===== src/sv/alt_pkg.sv =====
// Shared types and constants for the auto-layer tracker.
package alt_pkg;

    // Fixed field widths of the item and result beats.
    localparam int LAYER_W = 5;
    localparam int PAGE_W  = 8;
    localparam int ID_W    = 16;
    localparam int MODS_W  = 8;
    localparam int DROP_W  = 32;
    localparam int CFG_IDX_W  = 3;
    localparam int CFG_DATA_W = 32;

    // Register indexes of the configuration port.
    localparam logic [CFG_IDX_W-1:0] REG_IGN_ALPHA  = 3'd0;
    localparam logic [CFG_IDX_W-1:0] REG_IGN_NUMBER = 3'd1;
    localparam logic [CFG_IDX_W-1:0] REG_IGN_MOD    = 3'd2;
    localparam logic [CFG_IDX_W-1:0] REG_CONT_COUNT = 3'd3;
    localparam logic [CFG_IDX_W-1:0] REG_CONT_KEY_A = 3'd4;

    // Item kinds carried on the input tuser.
    localparam logic FUNC_TOGGLE = 1'b0;
    localparam logic FUNC_KEY    = 1'b1;

    // Result action codes carried on the output tuser.
    localparam logic [1:0] ACT_NONE = 2'd0;
    localparam logic [1:0] ACT_ON   = 2'd1;
    localparam logic [1:0] ACT_DROP = 2'd2;
    localparam logic [1:0] ACT_FULL = 2'd3;

    // Keyboard usage page and the key ranges that may keep layers alive.
    localparam logic [PAGE_W-1:0] PAGE_KEYBOARD = 8'h07;
    localparam logic [ID_W-1:0] KEY_A     = 16'h0004;
    localparam logic [ID_W-1:0] KEY_Z     = 16'h001D;
    localparam logic [ID_W-1:0] KEY_1     = 16'h001E;
    localparam logic [ID_W-1:0] KEY_0     = 16'h0027;
    localparam logic [ID_W-1:0] KP_1      = 16'h0059;
    localparam logic [ID_W-1:0] KP_0      = 16'h0062;
    localparam logic [ID_W-1:0] KP_00     = 16'h00B0;
    localparam logic [ID_W-1:0] KP_000    = 16'h00B1;
    localparam logic [ID_W-1:0] MOD_FIRST = 16'h00E0;
    localparam logic [ID_W-1:0] MOD_LAST  = 16'h00E7;

    // One slot of the layer table.
    typedef struct packed {
        logic               active;
        logic [LAYER_W-1:0] layer;
    } t_slot;

    // Scalar configuration registers.
    typedef struct packed {
        logic       ign_alpha;
        logic       ign_number;
        logic       ign_mod;
        logic [2:0] cont_count;
    } t_cfg;

    // Key of a key event with its combined modifiers.
    typedef struct packed {
        logic [PAGE_W-1:0] page;
        logic [ID_W-1:0]   id;
        logic [MODS_W-1:0] mods;
    } t_key;

endpackage


===== src/sv/alt_slot_mem.sv =====
// Slot table memory with one registered read port, one write port and valid bits.
module alt_slot_mem #(
    parameter int MAX_SLOTS = 10,
    parameter int SLOT_W    = 4
) (
    input  logic                 i_clk,
    input  logic                 i_rst_n,
    input  logic                 i_rd_en,
    input  logic [SLOT_W-1:0]    i_rd_addr,
    output alt_pkg::t_slot       o_rd_data,
    input  logic                 i_we,
    input  logic [SLOT_W-1:0]    i_wr_addr,
    input  alt_pkg::t_slot       i_wr_data
);

    alt_pkg::t_slot        mem [MAX_SLOTS];
    logic [MAX_SLOTS-1:0]  r_valid;
    alt_pkg::t_slot        r_rd_data;
    logic                  r_rd_vld;

    // Valid bits: an entry never written reads as an empty slot.
    always_ff @(posedge i_clk) begin
        if (!i_rst_n) begin
            r_valid <= '0;
        end else if (i_we) begin
            r_valid[i_wr_addr] <= 1'b1;
        end
    end

    // Storage write.
    always_ff @(posedge i_clk) begin
        if (i_we) begin
            mem[i_wr_addr] <= i_wr_data;
        end
    end

    // Registered read, taken while the read enable is high.
    always_ff @(posedge i_clk) begin
        if (i_rd_en) begin
            r_rd_data <= mem[i_rd_addr];
            r_rd_vld  <= r_valid[i_rd_addr];
        end
    end

    assign o_rd_data = r_rd_vld ? r_rd_data : '0;

endmodule


===== src/sv/alt_keep.sv =====
// Decides whether a key press keeps the active layers alive.
module alt_keep #(
    parameter int CONTINUE_ENTRIES = 4
) (
    input  alt_pkg::t_cfg                    i_cfg,
    input  logic [CONTINUE_ENTRIES-1:0][31:0] i_cont_keys,
    input  alt_pkg::t_key                    i_key,
    output logic                             o_keep
);

    logic is_kb;
    logic is_alpha;
    logic is_number;
    logic is_mod;
    logic [CONTINUE_ENTRIES-1:0] cont_hit;

    // Ranges of the keyboard page.
    always_comb begin
        is_kb     = (i_key.page == alt_pkg::PAGE_KEYBOARD);
        is_alpha  = (i_key.id >= alt_pkg::KEY_A) && (i_key.id <= alt_pkg::KEY_Z);
        is_number = ((i_key.id >= alt_pkg::KEY_1) && (i_key.id <= alt_pkg::KEY_0)) ||
                    ((i_key.id >= alt_pkg::KP_1) && (i_key.id <= alt_pkg::KP_0)) ||
                    (i_key.id == alt_pkg::KP_00) || (i_key.id == alt_pkg::KP_000);
        is_mod    = (i_key.id >= alt_pkg::MOD_FIRST) && (i_key.id <= alt_pkg::MOD_LAST);
    end

    // Continue list: entries below the count match on page, id and all required mods.
    always_comb begin
        for (int i = 0; i < CONTINUE_ENTRIES; i++) begin
            cont_hit[i] = (3'(i) < i_cfg.cont_count) &&
                          (i_cont_keys[i][23:16] == i_key.page) &&
                          (i_cont_keys[i][15:0] == i_key.id) &&
                          ((i_cont_keys[i][31:24] & i_key.mods) == i_cont_keys[i][31:24]);
        end
    end

    assign o_keep = (i_cfg.ign_alpha && is_kb && is_alpha) ||
                    (i_cfg.ign_number && is_kb && is_number) ||
                    (i_cfg.ign_mod && is_kb && is_mod) ||
                    (|cont_hit);

endmodule


===== src/sv/auto_layer_tracker.sv =====
// Auto-layer tracker: slot table walk with read-modify-write of a slot memory.
// A toggle or key press walks every slot before its result is loaded; a key
// release or an out-of-range toggle goes straight to the result register once
// it is free. One item is in work at a time: the next is taken once the result
// of the last is loaded. Synchronous active-low reset empties the table and
// clears the configuration and control registers.
module auto_layer_tracker #(
    parameter int MAX_SLOTS        = 10,
    parameter int CONTINUE_ENTRIES = 4,
    parameter int NUM_LAYERS       = 32
) (
    input  logic        i_clk,
    input  logic        i_rst_n,
    // Item stream.
    input  logic        s_axis_tvalid,
    output logic        s_axis_tready,
    // tdata from bit 0: layer_id[5], key_page[8], key_code[16], key_down[1],
    // implicit_mods[8], explicit_mods[8], zero fill[2].
    input  logic [47:0] s_axis_tdata,
    // tuser: func[1].
    input  logic        s_axis_tuser,
    // Result stream.
    output logic        m_axis_tvalid,
    input  logic        m_axis_tready,
    // tdata from bit 0: action_layer[5], dropped_layers[32], zero fill[3].
    output logic [39:0] m_axis_tdata,
    // tuser: action[2].
    output logic [1:0]  m_axis_tuser,
    // Configuration write port.
    input  logic        i_cfg_we,
    input  logic [2:0]  i_cfg_idx,
    input  logic [31:0] i_cfg_data
);

    localparam int SLOT_W = (MAX_SLOTS > 1) ? $clog2(MAX_SLOTS) : 1;
    localparam logic [SLOT_W-1:0] LAST_SLOT = SLOT_W'(MAX_SLOTS - 1);

    localparam logic [1:0] ST_IDLE = 2'd0;
    localparam logic [1:0] ST_SCAN = 2'd1;
    localparam logic [1:0] ST_FIN  = 2'd2;

    localparam logic [1:0] OP_NONE   = 2'd0;
    localparam logic [1:0] OP_TOGGLE = 2'd1;
    localparam logic [1:0] OP_PRESS  = 2'd2;

    // Configuration registers.
    alt_pkg::t_cfg                    r_cfg;
    logic [CONTINUE_ENTRIES-1:0][31:0] r_cont_keys;

    // Sequencer state.
    logic [1:0]          r_state, n_state;
    logic [1:0]          r_op;
    logic                r_rd_busy;
    logic [SLOT_W-1:0]   r_rd_idx;
    logic                r_cmp_valid;
    logic [SLOT_W-1:0]   r_cmp_idx;

    // Item payload and scan results.
    logic [alt_pkg::LAYER_W-1:0] r_layer;
    logic                        r_keep;
    logic                        r_hit_ok;
    logic [SLOT_W-1:0]           r_hit_idx;
    logic                        r_free_ok;
    logic [SLOT_W-1:0]           r_free_idx;
    logic [alt_pkg::DROP_W-1:0]  r_dropped;

    // Output register.
    logic                        r_out_valid;
    logic [1:0]                  r_out_action;
    logic [alt_pkg::LAYER_W-1:0] r_out_layer;
    logic [alt_pkg::DROP_W-1:0]  r_out_dropped;

    // Item fields.
    logic                        in_func;
    logic [alt_pkg::LAYER_W-1:0] in_layer;
    logic                        in_down;
    alt_pkg::t_key               in_key;
    logic                        accept;
    logic [1:0]                  n_op;
    logic                        keep;

    // Memory interface.
    alt_pkg::t_slot     rd_slot;
    logic               mem_we;
    logic [SLOT_W-1:0]  mem_wa;
    alt_pkg::t_slot     mem_wd;

    // Result of the finishing step.
    logic                        out_load;
    logic [1:0]                  fin_action;
    logic [alt_pkg::LAYER_W-1:0] fin_layer;

    // Unpack the item beat.
    always_comb begin
        in_func     = s_axis_tuser;
        in_layer    = s_axis_tdata[4:0];
        in_key.page = s_axis_tdata[12:5];
        in_key.id   = s_axis_tdata[28:13];
        in_down     = s_axis_tdata[29];
        in_key.mods = s_axis_tdata[37:30] | s_axis_tdata[45:38];
    end

    assign s_axis_tready = (r_state == ST_IDLE);
    assign accept        = s_axis_tvalid && s_axis_tready;

    // Classify the item: releases and out-of-range toggles need no table walk.
    always_comb begin
        if (in_func == alt_pkg::FUNC_TOGGLE) begin
            n_op = ({1'b0, in_layer} < 6'(NUM_LAYERS)) ? OP_TOGGLE : OP_NONE;
        end else begin
            n_op = in_down ? OP_PRESS : OP_NONE;
        end
    end

    alt_keep #(
        .CONTINUE_ENTRIES (CONTINUE_ENTRIES)
    ) u_keep (
        .i_cfg       (r_cfg),
        .i_cont_keys (r_cont_keys),
        .i_key       (in_key),
        .o_keep      (keep)
    );

    alt_slot_mem #(
        .MAX_SLOTS (MAX_SLOTS),
        .SLOT_W    (SLOT_W)
    ) u_slot_mem (
        .i_clk     (i_clk),
        .i_rst_n   (i_rst_n),
        .i_rd_en   (r_rd_busy),
        .i_rd_addr (r_rd_idx),
        .o_rd_data (rd_slot),
        .i_we      (mem_we),
        .i_wr_addr (mem_wa),
        .i_wr_data (mem_wd)
    );

    // Configuration writes.
    always_ff @(posedge i_clk) begin
        if (!i_rst_n) begin
            r_cfg       <= '0;
            r_cont_keys <= '0;
        end else if (i_cfg_we) begin
            unique case (i_cfg_idx)
                alt_pkg::REG_IGN_ALPHA:  r_cfg.ign_alpha  <= i_cfg_data[0];
                alt_pkg::REG_IGN_NUMBER: r_cfg.ign_number <= i_cfg_data[0];
                alt_pkg::REG_IGN_MOD:    r_cfg.ign_mod    <= i_cfg_data[0];
                alt_pkg::REG_CONT_COUNT: r_cfg.cont_count <= i_cfg_data[2:0];
                default: begin
                    for (int i = 0; i < CONTINUE_ENTRIES; i++) begin
                        if (i_cfg_idx == 3'(alt_pkg::REG_CONT_KEY_A + i)) begin
                            r_cont_keys[i] <= i_cfg_data;
                        end
                    end
                end
            endcase
        end
    end

    // Finishing step: pick the toggle outcome or the key-press summary.
    always_comb begin
        out_load   = (r_state == ST_FIN) && (!r_out_valid || m_axis_tready);
        fin_action = alt_pkg::ACT_NONE;
        fin_layer  = '0;
        unique case (r_op)
            OP_TOGGLE: begin
                fin_layer = r_layer;
                if (r_hit_ok) begin
                    fin_action = alt_pkg::ACT_DROP;
                end else if (r_free_ok) begin
                    fin_action = alt_pkg::ACT_ON;
                end else begin
                    fin_action = alt_pkg::ACT_FULL;
                    fin_layer  = '0;
                end
            end
            OP_PRESS: begin
                fin_action = (r_dropped != '0) ? alt_pkg::ACT_DROP : alt_pkg::ACT_NONE;
            end
            default: begin
                fin_action = alt_pkg::ACT_NONE;
            end
        endcase
    end

    // Memory writes: clear a dropped slot during a key-press walk, or update the
    // chosen slot of a toggle as the result is loaded.
    always_comb begin
        mem_we = 1'b0;
        mem_wa = r_cmp_idx;
        mem_wd = '{active: 1'b0, layer: rd_slot.layer};
        if (r_op == OP_PRESS && r_cmp_valid && rd_slot.active && !r_keep) begin
            mem_we = 1'b1;
        end else if (r_op == OP_TOGGLE && out_load && (r_hit_ok || r_free_ok)) begin
            mem_we = 1'b1;
            mem_wa = r_hit_ok ? r_hit_idx : r_free_idx;
            mem_wd = '{active: !r_hit_ok, layer: r_layer};
        end
    end

    // Next state of the sequencer.
    always_comb begin
        n_state = r_state;
        unique case (r_state)
            ST_IDLE: begin
                if (accept) begin
                    n_state = (n_op == OP_NONE) ? ST_FIN : ST_SCAN;
                end
            end
            ST_SCAN: begin
                if (r_cmp_valid && r_cmp_idx == LAST_SLOT) begin
                    n_state = ST_FIN;
                end
            end
            ST_FIN: begin
                if (out_load) begin
                    n_state = ST_IDLE;
                end
            end
            default: begin
                n_state = ST_IDLE;
            end
        endcase
    end

    // Control registers.
    always_ff @(posedge i_clk) begin
        if (!i_rst_n) begin
            r_state     <= ST_IDLE;
            r_op        <= OP_NONE;
            r_rd_busy   <= 1'b0;
            r_rd_idx    <= '0;
            r_cmp_valid <= 1'b0;
            r_cmp_idx   <= '0;
            r_out_valid <= 1'b0;
        end else begin
            r_state     <= n_state;
            r_cmp_valid <= r_rd_busy;
            r_cmp_idx   <= r_rd_idx;
            if (accept) begin
                r_op      <= n_op;
                r_rd_busy <= (n_op != OP_NONE);
                r_rd_idx  <= '0;
            end else if (r_rd_busy) begin
                if (r_rd_idx == LAST_SLOT) begin
                    r_rd_busy <= 1'b0;
                end else begin
                    r_rd_idx <= r_rd_idx + 1'b1;
                end
            end
            if (out_load) begin
                r_out_valid <= 1'b1;
            end else if (m_axis_tready) begin
                r_out_valid <= 1'b0;
            end
        end
    end

    // Item payload and walk results.
    always_ff @(posedge i_clk) begin
        if (accept) begin
            r_layer   <= in_layer;
            r_keep    <= keep;
            r_hit_ok  <= 1'b0;
            r_free_ok <= 1'b0;
            r_dropped <= '0;
        end else if (r_cmp_valid) begin
            // First active slot holding the layer, and first empty slot.
            if (!r_hit_ok && rd_slot.active && rd_slot.layer == r_layer) begin
                r_hit_ok  <= 1'b1;
                r_hit_idx <= r_cmp_idx;
            end
            if (!r_free_ok && !rd_slot.active) begin
                r_free_ok  <= 1'b1;
                r_free_idx <= r_cmp_idx;
            end
            if (r_op == OP_PRESS && rd_slot.active && !r_keep) begin
                r_dropped <= r_dropped | (alt_pkg::DROP_W'(1) << rd_slot.layer);
            end
        end
    end

    // Output payload register.
    always_ff @(posedge i_clk) begin
        if (out_load) begin
            r_out_action  <= fin_action;
            r_out_layer   <= fin_layer;
            r_out_dropped <= (r_op == OP_PRESS) ? r_dropped : '0;
        end
    end

    assign m_axis_tvalid = r_out_valid;
    assign m_axis_tuser  = r_out_action;
    assign m_axis_tdata  = {3'b000, r_out_dropped, r_out_layer};

`ifndef SYNTH
    // The table is never written while no item is in work.
    assert property (@(posedge i_clk) disable iff (!i_rst_n)
        (r_state == ST_IDLE) |-> !mem_we)
        else $error("slot memory written while idle");

    // An accepted item closes the input until its result is loaded.
    assert property (@(posedge i_clk) disable iff (!i_rst_n)
        (s_axis_tvalid && s_axis_tready) |=> !s_axis_tready)
        else $error("second item accepted while one is in work");

    // Dropped layers appear only on a deactivation result.
    assert property (@(posedge i_clk) disable iff (!i_rst_n)
        (m_axis_tvalid && m_axis_tuser != alt_pkg::ACT_DROP) |-> (m_axis_tdata[36:5] == '0))
        else $error("dropped layers reported without a deactivation");
`endif

endmodule


===== config.mk =====
export PLATFORM = sky130hd
export DESIGN_NAME = auto_layer_tracker
export DESIGN_NICKNAME = d
export VERILOG_FILES = /design/src/sv/alt_pkg.sv /design/src/sv/alt_slot_mem.sv /design/src/sv/alt_keep.sv /design/src/sv/auto_layer_tracker.sv
export SDC_FILE = /design/constraint.sdc
export NUM_CORES = 1
export LEC_CHECK = 0
export BUFFER_PORTS_ARGS = -buffer_cell sky130_fd_sc_hd__buf_2
export CAP_MARGIN = 15
export CORE_UTILIZATION = 45
export CTS_BUF_LIST = sky130_fd_sc_hd__clkbuf_4
export CTS_CLUSTER_SIZE = 10
export DETAILED_ROUTE_END_ITERATION = 10
export GPL_TIMING_DRIVEN = 1
export PLACE_DENSITY_LB_ADDON = 0.1
export SLEW_MARGIN = 20
export SYNTH_ARGS = -nofsm -noshare
export SYNTH_HDL_FRONTEND = slang
export SYNTH_HIERARCHICAL = 1
export SYNTH_SLANG_ARGS = --single-unit

===== constraint.sdc =====
create_clock -name i_clk -period 5.61 [get_ports i_clk]
set_input_delay 1.683 -clock i_clk [delete_from_list [all_inputs] [get_ports i_clk]]
set_output_delay 1.683 -clock i_clk [all_outputs]
set_load 0.1 [all_outputs]

==> results.ini <==
[run_status]
status = finished, final reports clean

[floorplanning]
rows = 64
die_w_microns = 178
design.die.area_sq_um = 31700
core_sq_um = 30500
pin_count = 133
die_y_microns = 178
initial_core_util_pct = 45.7

[layout]
instances_no_fill = 1943
drive_gt1_share_pct = 22.3
fin_nets = 1568
final_util_pct = 52.1
syn2layout_area_growth_pct = 14.2

[placement]
place_hpwl_microns = 23700
gp_congestion = 0.844
port_buffers = 127
dp_cells = 1786

[synth]
yosys_most_used_dff = dfxtp_1
ys_types = 71
ys_ff_latch = 313
avgSynthCellArea_sq_um = 10.4
syn_area_sq_um = 13900
synth_edf_count = 120
ys_warn_count = 6
ys_async_sr_fraction_pct = 0
synth_cells = 1346
ys_seq_area_share_pct = 53.6

[critical_path]
start_kind = flop
path_class = reg2reg
r2r_start = r_op[0]
arrival_ns = 4.23
crit_start = r_op[0]
rrSetupSlack_ns = 1.69
worstPathRequired_ns = 5.91
cp_slowest_cell = nor4b_4
crit_chain = inv_1 > ha_1 > and4b_1 > nor4b_4 > mux2_2 > or3b_1 > nor2_1
endpoint = u_slot_mem/mem[9][1]
worst-path-max-fanout = 35
max_stage_delay_ns = 0.64
end_kind = flop
reg2reg_depth = 7
reg2reg_to = u_slot_mem/mem[9][1]

[cts]
cts_resized = 0
worstSkewPairLatency_ns = 0.70
cts-root-buf = clkbuf_4
htree_levels = 3
cts_tree = yes
cts.sinks = 313
postCtsHoldBufs = 0
cts.path.max_buffers = 3
clk_pin_slew_worst_paths_ns = 0.06
postCtsSetupRepairBufs = 0
cts_buffers = 83

[global_route]
grt_pass1_vias = 9965
grt_pass1_wl_microns = 55400
grt_max_degree = 62
grt_antenna_before_repair = 1
grt-ovfl-total = 0
grt_usage_pct = 22.9

[detailed_routing]
vias = 10200
final_antenna_net_count = 0
vias_per_cell = 5.27
drt_pre_antenna_iters = 5
wire_per_inst_microns = 18.2
routed_wl_microns = 35300
drt_iter0_drc = 482
drc_errors = 0

[pwr]
p_per_area_nw_per_um2 = 314
combPwrFrac_pct = 8.3
p_switching_uw = 1250
intPower_uw = 3740
switching_share_pct = 25.0
finalPower_uw = 4990
p_clk_share_pct = 43.2
ir_drop_uv = 139
leakage_uw = 0.00562
p_seq_share_pct = 48.6

[timing]
fin_tns_setup_ns = 0
maxSlewHeadroom_pct = 22.2
finalClockSkew_ns = 0.0402
fin_crit_ns = 3.92
rsz0062_at_grt = false
drv_slew = 0
worstMarginPinSlew_ns = 1.14
finalHoldViolations = 0
finalSetupViolCount = 0
fmax_mhz = 255
period_share_pct = 69.9

[job]
maxCapViolCount = 0

[hold_path]
hp-class = reg2reg

## kinds of logic after synthesis
kind of cell | Yosys count | synth area share [%]
flip-flops | 313 | 53.6
buffers and inverters | 123 | 4.17
multiplexers | 51 | 4.04
XOR/XNOR | 100 | 6.28
AO/OA/AOI/OAI | 239 | 13.2
AND/OR/NAND/NOR | 515 | 18.3
other | 1 | 0.0269
adder cells (fa/ha/maj) | 4 | 0.359
## per-stage QoR
step | setup WS [ns] | area (sq um) | hold WS (ns)
2_1_floorplan | 1.68 | 13900 | 0.433
3_3_place_gp | 1.37 | 14700 | 0.440
3_5_place_dp | 1.33 | 14700 | 0.451
4_1_cts | 1.61 | 15900 | 0.466
5_1_grt | 1.35 | 15900 | 0.485
6_report | 1.69 | 15900 | 0.461
## per-layer routing
layer  wire length [microns]  share of wire [%]  vias to the layer above  global-route usage, %
li1                        -                  -                     5017                      -
met5                       0                  0                        -                      0
met2                   17600                 50                      251                   39.2
met1                   15300                 43                     4904                   28.4
met4                     918                2.6                        0                   8.48
met3                    1590                4.5                       72                   4.50
## worst max-delay path: cells and delay by family (launching register included)
kind,cells,cell delay [ns]
mux,1,0.46
flops,1,0.36
simple gates,4,2.17
buf+inv,1,0.05
fa+ha+maj,1,0.50
## sequential cells by signal (all words and copies together) (netlist names), 2 cells and up
signal,flops
r_cont_keys,128
u_slot_mem/mem,60
r_dropped,32
r_out_dropped,32
u_slot_mem/r_valid,10
r_cfg,6
u_slot_mem/r_rd_data,6
r_layer,5
r_out_layer,5
r_cmp_idx,4
r_free_idx,4
r_hit_idx,4
r_rd_idx,4
m_axis_tuser,2
r_op,2
r_state,2
## cells in the final DEF, fill, tap and decap left out, types with 15 or more instances in the layout
| master | n |
|---|---|
| o21a_1 | 27 |
| nand4_1 | 25 |
| dfxtp_1 | 192 |
| edfxtp_1 | 120 |
| and2_1 | 49 |
| xor2_1 | 18 |
| a41oi_1 | 16 |
| a21boi_0 | 131 |
| nor4_1 | 36 |
| clkbuf_4 | 133 |
| inv_1 | 20 |
| nand2_1 | 275 |
| nor2_1 | 29 |
| buf_2 | 126 |
| clkinv_1 | 15 |
| mux2_2 | 32 |
| buf_4 | 19 |
| xnor2_1 | 82 |
| mux2i_1 | 18 |
| nor2b_1 | 20 |
## cell type report
cell class	count	area [sq um]
antenna	1	2.50
clock buffer	133	998
clock inverter	23	179
fill	2858	14600
inverter	20	75.1
timing repair buffer	145	773
tap	396	495
sequential	313	7470
multi-input combinational	912	5920
## synthesized netlist by cell type, types with 5 or more instances
cell      number  area [sq um]
a41oi_1       16           140
nor4_1        36           225
a21oi_1        7          35.0
or2_2         10          62.6
xor2_1        18           158
clkbuf_1      71           267
nand4b_1       6          52.6
dfxtp_1      193          3860
o21a_1        27           203
a21boi_0     131           983
nor2b_1       20           125
mux2i_1       18           180
nor3_1        10          50.1
xnor2_1       82           718
a22o_1        13           114
o22ai_1        6          37.5
buf_6          7          78.8
o21ai_0        8          40.0
nand3_1       11          55.1
nand2_1      275          1030
mux2_2        32           360
and2_1        50           313
inv_1         20          75.1
nand4_1       25           156
nor2_1        30           113
edfxtp_1     120          3600
nor4bb_1       5          50.1
nand2b_1      11          68.8
buf_2         18          90.1
## worst min path at each step
stage | startpoint | to | slack, ns | cells after the start
after floorplan | u_slot_mem/r_valid[0] | u_slot_mem/r_valid[0] | 0.43 | 1
after global placement | u_slot_mem/r_valid[9] | u_slot_mem/r_valid[9] | 0.44 | 1
after detailed placement | u_slot_mem/r_valid[0] | u_slot_mem/r_valid[0] | 0.45 | 1
after CTS | u_slot_mem/r_valid[0] | u_slot_mem/r_valid[0] | 0.47 | 1
after global routing | u_slot_mem/r_valid[2] | u_slot_mem/r_valid[2] | 0.49 | 1
final | u_slot_mem/r_valid[0] | u_slot_mem/r_valid[0] | 0.46 | 1
## power by group through the flow
stage,Clock (uW),Sequential (uW),Combinational (uW)
after floorplan,0,2520,240
after global placement,0,2470,410
after detailed placement,0,2470,412
after CTS,2220,2420,413
after global routing,2360,2430,442
final,2150,2420,412
Note: power is estimated with default switching activity, not from simulation.
